File: src/hdl/rcw_pkg.sv
package rcw_pkg;

    localparam int ALPHA       = 26;
    localparam int WHEEL_COUNT = 5;

    localparam logic [7:0] CHAR_A = 8'h41;

    typedef logic [4:0] letter_t;
    typedef logic [2:0] wheel_t;
    typedef logic [ALPHA-1:0][4:0] wiring_t;
    typedef wiring_t [WHEEL_COUNT-1:0] wheel_set_t;

    typedef enum logic [1:0]
    {
        CMD_FORWARD = 2'd0,
        CMD_REVERSE = 2'd1,
        CMD_STEP    = 2'd2,
        CMD_RESTART = 2'd3
    } command_t;

    localparam logic [1:0] REG_WHEEL_CHOICE   = 2'd0;
    localparam logic [1:0] REG_RING_SETTING   = 2'd1;
    localparam logic [1:0] REG_START_POSITION = 2'd2;

    localparam wheel_t LAST_WHEEL = wheel_t'(WHEEL_COUNT - 1);

    localparam logic [8*ALPHA-1:0] WIRING_TEXT [WHEEL_COUNT] = '{
        "EKMFLGDQVZNTOWYHXUSPAIBRCJ",
        "AJDKSIRUXBLHWTMCQGZNPYFVOE",
        "BDFHJLCPRTXVZNYEIWGAKMUSQO",
        "ESOVPZJAYQUIRHXLNFTGKDCMWB",
        "VZBRGITYUPSDNHLXAWMJQOFECK"
    };

    // Turnover letters R, F, W, K and A, wheel 0 in the lowest slot.
    localparam letter_t [WHEEL_COUNT-1:0] TURNOVER = {5'd0, 5'd10, 5'd22, 5'd5, 5'd17};

    function automatic wheel_set_t build_fwd();
        wheel_set_t t;
        t = '0;
        for (int w = 0; w < WHEEL_COUNT; w++)
        begin
            for (int i = 0; i < ALPHA; i++)
            begin
                t[w][i] = letter_t'(WIRING_TEXT[w][8*(ALPHA-1-i) +: 8] - CHAR_A);
            end
        end
        return t;
    endfunction

    function automatic wheel_set_t build_rev();
        wheel_set_t f;
        wheel_set_t t;
        f = build_fwd();
        t = '0;
        for (int w = 0; w < WHEEL_COUNT; w++)
        begin
            for (int i = 0; i < ALPHA; i++)
            begin
                t[w][f[w][i]] = letter_t'(i);
            end
        end
        return t;
    endfunction

    localparam wheel_set_t WIRE_FWD = build_fwd();
    localparam wheel_set_t WIRE_REV = build_rev();

    // Folds a value below twice the alphabet size into 0..25.
    function automatic letter_t reduce_mod(input logic [5:0] v);
        logic [5:0] r;
        r = (v >= 6'(ALPHA)) ? v - 6'(ALPHA) : v;
        return r[4:0];
    endfunction

    function automatic letter_t add_mod(input letter_t a, input letter_t b);
        return reduce_mod({1'b0, a} + {1'b0, b});
    endfunction

    function automatic letter_t sub_mod(input letter_t a, input letter_t b);
        logic [5:0] r;
        r = (a >= b) ? {1'b0, a} - {1'b0, b} : {1'b0, a} + 6'(ALPHA) - {1'b0, b};
        return r[4:0];
    endfunction

endpackage

File: src/hdl/rotor_cipher_wheel.sv
// One cipher rotor with the five standard wirings I to V and their turnover letters.
// Input beats arrive on the s_axis channel: tuser carries the command (forward map,
// reverse map, step, restart) and tdata the contact letter. Each input beat gives
// exactly one output beat on m_axis: the mapped letter (zero on step and restart),
// the turnover flag from the position before the beat, and the position after it.
// The configuration channel writes wheel choice, ring setting and start position; it
// is always ready and should be used only while no beat is in flight.
// An accepted beat is a valid output beat in the next cycle, and one beat per cycle
// is sustained unless stalled. The mapping is a table lookup between two mod-26
// offsets before the output register, and the rotor position updates at acceptance.
// While the receiver stalls, the output beat is held and s_axis_tready falls only when
// the output register is full and not being taken, so nothing is lost.
// Reset clears the position, all three configuration registers and the output valid.
module rotor_cipher_wheel
    import rcw_pkg::*;
(
    input  logic       clk,
    input  logic       rst_n,

    input  logic       cfg_valid,
    output logic       cfg_ready,
    input  logic [1:0] cfg_index,
    input  logic [4:0] cfg_data,

    input  logic       s_axis_tvalid,
    output logic       s_axis_tready,
    input  logic [7:0] s_axis_tdata,   // [4:0] letter_in, [7:5] zero
    input  logic [1:0] s_axis_tuser,   // [1:0] command

    output logic        m_axis_tvalid,
    input  logic        m_axis_tready,
    output logic [15:0] m_axis_tdata   // [4:0] letter_out, [5] at_turnover,
                                       // [10:6] position_now, [15:11] zero
);

    wheel_t  wheel_reg;
    letter_t ring_reg;
    letter_t start_reg;
    letter_t position_reg;
    letter_t position_next;

    logic    out_valid_reg;
    letter_t out_letter_reg;
    letter_t out_letter_next;
    logic    out_turn_reg;
    logic    out_turn_next;
    letter_t out_position_reg;

    logic     accept;
    command_t command;
    letter_t  letter;
    letter_t  contact;
    letter_t  wired;
    letter_t  mapped;

    assign cfg_ready     = 1'b1;
    assign s_axis_tready = !out_valid_reg || m_axis_tready;
    assign accept        = s_axis_tvalid && s_axis_tready;

    always_comb
    begin
        command  = command_t'(s_axis_tuser);
        letter   = reduce_mod({1'b0, s_axis_tdata[4:0]});
        contact  = sub_mod(add_mod(position_reg, letter), ring_reg);
        wired    = (command == CMD_REVERSE) ? WIRE_REV[wheel_reg][contact]
                                            : WIRE_FWD[wheel_reg][contact];
        mapped   = add_mod(wired, ring_reg);
        out_turn_next = (position_reg == TURNOVER[wheel_reg]);

        case (command)
            CMD_FORWARD, CMD_REVERSE:
            begin
                out_letter_next = sub_mod(mapped, position_reg);
                position_next   = position_reg;
            end
            CMD_STEP:
            begin
                out_letter_next = '0;
                position_next   = add_mod(position_reg, letter_t'(1));
            end
            default:
            begin
                out_letter_next = '0;
                position_next   = start_reg;
            end
        endcase
    end

    always_ff @(posedge clk or negedge rst_n)
    begin
        if (!rst_n)
        begin
            wheel_reg     <= '0;
            ring_reg      <= '0;
            start_reg     <= '0;
            position_reg  <= '0;
            out_valid_reg <= 1'b0;
        end
        else
        begin
            if (cfg_valid && cfg_ready)
            begin
                case (cfg_index)
                    REG_WHEEL_CHOICE:
                    begin
                        wheel_reg <= (cfg_data[2:0] > LAST_WHEEL) ? LAST_WHEEL : cfg_data[2:0];
                    end
                    REG_RING_SETTING:
                    begin
                        ring_reg <= reduce_mod({1'b0, cfg_data});
                    end
                    REG_START_POSITION:
                    begin
                        start_reg <= reduce_mod({1'b0, cfg_data});
                    end
                    default:
                    begin
                    end
                endcase
            end
            if (accept)
            begin
                position_reg <= position_next;
            end
            if (accept)
            begin
                out_valid_reg <= 1'b1;
            end
            else if (m_axis_tready)
            begin
                out_valid_reg <= 1'b0;
            end
        end
    end

    always_ff @(posedge clk)
    begin
        if (accept)
        begin
            out_letter_reg   <= out_letter_next;
            out_turn_reg     <= out_turn_next;
            out_position_reg <= position_next;
        end
    end

    assign m_axis_tvalid = out_valid_reg;
    assign m_axis_tdata  = {5'd0, out_position_reg, out_turn_reg, out_letter_reg};

endmodule

File: config.mk
export PLATFORM = sky130hd
export DESIGN_NAME = rotor_cipher_wheel
export DESIGN_NICKNAME = d
export VERILOG_FILES = /design/src/hdl/rcw_pkg.sv /design/src/hdl/rotor_cipher_wheel.sv
export SDC_FILE = /design/constraint.sdc
export NUM_CORES = 1
export LEC_CHECK = 0
export ABC_AREA = 1
export BUFFER_PORTS_ARGS = -buffer_cell sky130_fd_sc_hd__buf_2
export CORE_MARGIN = 4
export CORE_UTILIZATION = 67
export DETAILED_ROUTE_END_ITERATION = 6
export GPL_ROUTABILITY_DRIVEN = 1
export PLACE_DENSITY = 0.84
export SYNTH_ARGS = -nofsm -noshare
export SYNTH_HDL_FRONTEND = slang
export SYNTH_SLANG_ARGS = --single-unit
export TNS_END_PERCENT = 50
File: constraint.sdc
create_clock -name clk -period 15.4 [get_ports clk]
set_input_delay 0.77 -clock clk [delete_from_list [all_inputs] [get_ports clk]]
set_output_delay 0.77 -clock clk [all_outputs]
set_load 0.01 [all_outputs]
==> summary.txt, run 1 <==
Clock tree
  • Register clock-pin slew on the reported worst setup and hold paths: 0.07 ns
  • Total of cells resized after clock tree synthesis: 0
  • Post CTS Setup Buffer Count: 0
  • Maximum clock path buffer count: 2
  • Clock tree from TritonCTS: yes
  • Count of hold-fix buffers inserted at cts: 0
  • CTS sink count: 30
  • Clock insertion delay at the later pin of the skew report: 0.28 ns
  • Clk Tree Root Cell: clkbuf_8
  • Number of clock buffers inserted by TritonCTS: 5
  • CTS HTree Levels: 2

Timing
  • Tightest Pin Transition: around 0.97 ns
  • Slew Viols, Final: 0
  • Setup repair after global routing missed its margin: false
  • Max Clock Skew: 0.00689 ns
  • Hold Fails Final Rpt: 0
  • Slew margin rel.: 0.354
  • Period minus WS final: 9.03 ns
  • Final setup viols: 0
  • Fin Setup TNS: 0 ns
  • Post-route fraction of the period consumed by the critical path: 0.586
  • Achievable Freq: 0.111 GHz

Floorplanning
  • Number of top-level pins: 41
  • Core footprint: 0.00729 mm2
  • Die ar.: approximately 0.0090 mm2
  • Effective utilization at floorplan: 0.696
  • Placement Rows: 31
  • Die H: 95.0 um
  • Die X: 95.0 um

Global route
  • First-pass GRT wire length: 25.9 mm
  • All-Layer GR Usage: 0.365
  • Number of global-route vias before repair: 5350
  • Number of antenna violations at the first check in global routing: 0
  • Largest net degree at the start of global routing: 62
  • Total congestion overflow: 0

Critical path
  • Worst Path Arrival: 9.16 ns
  • Nature of the critical path endpoint: flop
  • Highest cell delay on the worst timing path: 0.51 ns
  • Critical path class: in2reg
  • Crit-path max FO: 29
  • Critical Path Slowest Stage Cell: nand2_2
  • Worst path buffer plus inverter count: 11
  • Critical path's top delay family: adder cells
  • Worst Setup Start Kind: primary input
  • CP required: about 16 ns
  • CP most frequent cell: inv_1

Logic synthesis
  • Average size of a mapped cell: 5.97 um2
  • Netlist area before placement: just over 0.005 mm2
  • Number of register bits inferred by synthesis: 30
  • Portion of synthesized cell area occupied by the leading cell type: 0.173
  • Leading post-synthesis cells by cell area: nand2_1 17%, nand3_1 13%, ha_1 11%
  • Sequential cell area fraction in the yosys report: 0.159
  • Dominant cell type by area after synthesis: nand2_1
  • Cells after Synth: 850
  • Number of warnings reported in the yosys synthesis log: 0
  • Number of different library cells in the post-synthesis netlist: 38

Cells and area
  • Highest-count cells in the layout ignoring fill and taps: 234 x nand2_1, 135 x nand3_1, 114 x inv_1
  • NumNets Final: 934
  • Sequential cell area: around 800 um2
  • Most common cell after layout, fill and taps aside: nand2_1
  • Area taken by multi-input logic gates: 0.00362 mm2
  • Fraction of final layout cells with drive strength greater than 1: 0.0674
  • Number of standard cells in the layout, taps in and fillers out: 959
  • Area Growth Syn to Fin: 3.87%
  • Number of antenna repair diodes: 0
  • Filler cell count: 636

Outcome
  • Run status: finished, final reports clean

Detailed routing
  • Number of nets with antenna violations after detailed routing: 0
  • Number of violations reported at the end of detailed-routing iteration 0: between 1000 and 1500
  • Number of vias per cell: 6.25
  • Iteration count of the initial detailed-routing pass: 7
  • # DRC: 0
  • Total wirelength of the detailed-routed design: 16.5 mm
  • Number of vias in the routed layout: about 6000
  • Average wire length per cell after detail routing: 17.2 um

Min path
  • Worst min path class: in2async

Placement
  • Post-detailed-placement half-perimeter wirelength: 12.0 mm
  • Final GP Congestion: about 1.0
  • Port Buf Inserts: 31
  • Total placed cells including tap cells: ~950

Flow run
  • Number of violations of the max-capacitance limit: 0
## layout make-up
| cell class | count | area share |
|---|---|---|
| multi-input combinational | 673 | 0.687 |
| clock buffer | 7 | 0.0164 |
| sequential | 30 | 0.153 |
| tap | 99 | 0.0235 |
| inverter | 117 | 0.0834 |
| timing repair buffer | 32 | 0.0309 |
| clock inverter | 1 | 0.00570 |
## worst paths after layout
path | from | to | slack (ns) | depth (start not counted)
min in group clk | start_reg[3] | start_reg[3] | 0.51 | 2
setup / recovery | s_axis_tdata[1] | out_letter_reg[3] | 6.37 | 47
hold / removal | rst_n | ring_reg[4] | 0.43 | 1
setup reg to reg | position_reg[1] | out_letter_reg[3] | 7.03 | 40
hold reg to reg | start_reg[3] | start_reg[3] | 0.51 | 2
max in group asynchronous | rst_n | position_reg[4] | 14.65 | 1
## Yosys cell counts, drive strengths merged
library cell,count
nor3,3
a22o,1
inv,115
o31ai,2
xor2,19
buf,32
o211ai,3
nor4,2
nand2,242
nand4,2
nand3b,3
a21boi,1
ha,45
a21oi,44
nor2,91
edfxtp,11
xnor2,9
or2,3
dfrtp,19
o221ai,1
a211oi,1
clkbuf,2
o21ai,50
fa,8
clkinv,2
conb,2
nand3,136
a31oi,1
## metal layers
metal  GRT usage  vias up  wire length, um
li1            -     2744                -
met2       0.552      474             7020
met3       0.110       74             2550
met1       0.503     2703             6350
met5           0        -                0
met4       0.108        0              607
## logic make-up after synthesis
group                      after synthesis  share of synthesized area
xor gates and xnor gates                28                     0.0483
other                                    2                    0.00148
buffers and inverters                  151                      0.131
DFF                                     30                      0.159
AOI/OAI and AO/OA                      104                      0.108
adders and majority gates               53                      0.143
and+or+nand+nor                        482                      0.410
## through the flow
stage               utilization  hold WS (ns)  cell area (um2)  setup slack (ns)
finish                    0.723         0.431             5270              6.37
detailed placement        0.707         0.487             5150              6.39
global placement          0.707         0.479             5150              6.82
floorplan                     -         0.453             5090              7.93
CTS                       0.723         0.445             5270              6.60
global route              0.723         0.459             5270              5.62
Power of run 1 is left out: the tool's default activity adds up to more than one toggle a clock period on the data nets, which glitch-free logic cannot reach.
==> run 2: changes to the inputs <==
- ABC_AREA: 1 -> 0
- CORE_UTILIZATION: 67 -> 57
- PLACE_DENSITY: 0.84 -> 0.75
- clock period: 15.4 -> 7.4 ns (I/O delays scaled with it)
==> run 2 against run 1 <==
- the flow now finishes with violations (setup timing)
- first-iteration DRC count up 38%
- count of clock-buffer cells in the layout up 1
- sequential share of layout area down 4.5 points
- final area up 41%
- critical path type unchanged
- global-route usage up 9.1 points
- die area up 26%
- largest cell class unchanged
- via count up 24%
- highest routed layer unchanged
- register-to-register slack worse by 8.1 ns
- synthesized cell count down 15%
==> summary.txt, run 2 <==
Global route
  • All-Layer GR Usage: 0.456 (+0.0909)
  • Largest net degree at the start of global routing: 64 (+3.2%)
  • Total congestion overflow: 0 (unchanged)
  • Number of global-route vias before repair: 7149 (+34%)
  • First-pass GRT wire length: 40.4 mm (+56%)
  • Number of antenna violations at the first check in global routing: 0 (unchanged)

Min path
  • Worst min path class: in2async

Cells and area
  • Area Growth Syn to Fin: 34.8%
  • Area taken by multi-input logic gates: 0.00461 mm2 (+27%)
  • Sequential cell area: 806 um2 (unchanged)
  • Filler cell count: 560 (-12%)
  • Number of antenna repair diodes: 0 (unchanged)
  • Area of all placed cells without fillers: 0.00745 mm2 (+41%)
  • NumNets Final: 940 (+0.64%)
  • Most common cell after layout, fill and taps aside: buf_4
  • Fraction of final layout cells with drive strength greater than 1: 0.351 (+0.284)
  • Layout Utilization: 0.798 (+0.0758)
  • Highest-count cells in the layout ignoring fill and taps: 149 x buf_4, 55 x nand2_1, 51 x o21ai_0

Detailed routing
  • Number of violations reported at the end of detailed-routing iteration 0: 1498 (+38%)
  • Total wirelength of the detailed-routed design: 27.7 mm (+68%)
  • Number of vias in the routed layout: 7450 (+24%)
  • # DRC: 0 (unchanged)
  • Number of vias per cell: 7.49 (+20%)
  • Iteration count of the initial detailed-routing pass: 7 (unchanged)
  • Number of nets with antenna violations after detailed routing: 0 (unchanged)
  • Average wire length per cell after detail routing: 27.8 um (+61%)

Critical path
  • CP required: 7.42 ns (-8.11 ns)
  • Worst Path Arrival: 8.62 ns (-0.54 ns)
  • Crit-path max FO: 7 (-76%)
  • CP most frequent cell: buf_4
  • Critical path class: in2reg
  • Worst Setup Start Kind: primary input
  • R2r setup slk: -1.06 ns (-8.09 ns)
  • Nature of the critical path endpoint: flop
  • Critical Path Slowest Stage Cell: fa_1
  • Highest cell delay on the worst timing path: 0.48 ns (-0.03 ns)

Timing
  • Achievable Freq: 0.116 GHz
  • Setup repair after global routing missed its margin: true
  • Fin Setup TNS: -4.40 ns (-4.40 ns)
  • Slew margin rel.: 0.240 (-0.113)
  • Hold Fails Final Rpt: 0 (unchanged)
  • Tightest Pin Transition: 1.14 ns (+0.168 ns)
  • Post-route fraction of the period consumed by the critical path: 1.16
  • Period minus WS final: 8.60 ns
  • Least setup slack across all paths after layout: -1.20 ns (-7.57 ns)
  • Max Clock Skew: 0.00685 ns (-0.0000367 ns)
  • Final setup viols: 4 (+4)
  • Slew Viols, Final: 0 (unchanged)

Logic synthesis
  • Number of warnings reported in the yosys synthesis log: 0 (unchanged)
  • Cell types with the highest counts after synthesis: 59 x a21oi_1, 59 x o21ai_0, 58 x nand2_1
  • Number of register bits inferred by synthesis: 30 (unchanged)
  • Cells after Synth: 726 (-15%)
  • Sequential cell area fraction in the yosys report: 0.146 (-0.0130)
  • Netlist area before placement: 0.00553 mm2 (+8.9%)
  • Main flop type after synthesis: dfrtp_1
  • Async SR Flop Fraction: 0.633 (unchanged)
  • Dominant cell type by area after synthesis: ha_1
  • Number of synthesized flops with an enable pin: 11 (unchanged)
  • Leading post-synthesis cells by cell area: ha_1 10%, dfrtp_1 8.6%, edfxtp_1 6.0%
  • Number of different library cells in the post-synthesis netlist: 89 (+130%)
  • Portion of synthesized cell area occupied by the leading cell type: 0.102 (-0.0713)
  • Average size of a mapped cell: 7.61 um2 (+28%)

Placement
  • Area of placed instances: 0.00668 mm2 (+30%)
  • Final GP Congestion: 1.07 (+3.4%)
  • Port Buf Inserts: 31 (unchanged)
  • Post-detailed-placement half-perimeter wirelength: 16.7 mm (+39%)
  • Setup WS pre-CTS: -1.10 ns (-7.50 ns)

Outcome
  • Failing checks: setup timing
  • Run status: complete, but fails checks

Clock tree
  • Count of hold-fix buffers inserted at cts: 0 (unchanged)
  • Register clock-pin slew on the reported worst setup and hold paths: 0.07 ns (about the same)
  • Clock tree from TritonCTS: yes
  • Number of clock buffers inserted by TritonCTS: 5 (unchanged)
  • Maximum clock path buffer count: 2 (unchanged)
  • CTS sink count: 30 (unchanged)
  • CTS HTree Levels: 2 (unchanged)
  • Clk Tree Root Cell: clkbuf_8
  • Clock insertion delay at the later pin of the skew report: 0.29 ns (about the same)

Floorplanning
  • Die ar.: 0.0113 mm2 (+26%)
  • Number of top-level pins: 41 (unchanged)
  • Core footprint: 0.00933 mm2 (+28%)
  • Die X: 106 um (+12%)
  • Die H: 106 um (+12%)
  • Effective utilization at floorplan: 0.592 (-0.103)
  • Placement Rows: 35 (+13%)

Flow run
  • Number of violations of the max-capacitance limit: 0 (unchanged)
run 2: worst max-delay path: cells and delay by family:
family	cells	cell delay [ns]
muxes	2	0.48
AOI/OAI and AO/OA	16	3.23
and+or+nand+nor	5	0.41
buffers and inverters	13	1.62
adders and majority gates	6	1.88
xor gates and xnor gates	3	0.61
run 2: path summary, 6_finish.rpt:
kind,from,endpoint,cells past startpoint
max,s_axis_tdata[2],out_letter_reg[3],45
min,rst_n,position_reg[2],1
max reg2reg,position_reg[0],out_letter_reg[3],39
min reg2reg,start_reg[3],start_reg[3],2
max in group asynchronous,rst_n,position_reg[1],1
min in group clk,s_axis_tvalid,m_axis_tvalid,2
run 2: kinds of logic after synthesis:
family | Yosys count | share of synthesized area
buffers and inverters | 120 | 0.0965
other | 2 | 0.00136
flip-flops | 30 | 0.146
multiplexers | 24 | 0.0516
AO/OA/AOI/OAI | 280 | 0.357
AND/OR/NAND/NOR | 183 | 0.163
XOR/XNOR | 34 | 0.0539
adder cells (fa/ha/maj) | 53 | 0.131
run 2: layout make-up:
| class | count | share of cell area |
|---|---|---|
| sequential | 30 | 0.108 |
| tap | 129 | 0.0217 |
| timing repair buffer | 195 | 0.208 |
| clock buffer | 8 | 0.0150 |
| multi-input combinational | 580 | 0.619 |
| inverter | 53 | 0.0281 |
run 2: timing repair:
action / 4_1_cts / 5_1_grt
resized for setup: 53 / 33
buffers inserted: 21 / 10
pin swaps: 23 / 29
endpoints found under the setup margin: 4 / 4
run 2: stage by stage:
stage | hold slack, ns | std cells
floorplan | 0.0744 | 730
global placement | 0.322 | 957
detailed placement | 0.332 | 957
CTS | 0.0269 | 986
global route | 0.0388 | 995
finish | 0.0184 | 995
run 2: per-layer routing:
layer	track usage	vias to the layer above	wire (um)
met4	0.272	0	2670
li1	-	2974	-
met1	0.553	3372	9210
met2	0.709	824	11600
met3	0.142	280	4180
met5	0	-	0
Power of run 2 is left out for the same reason.
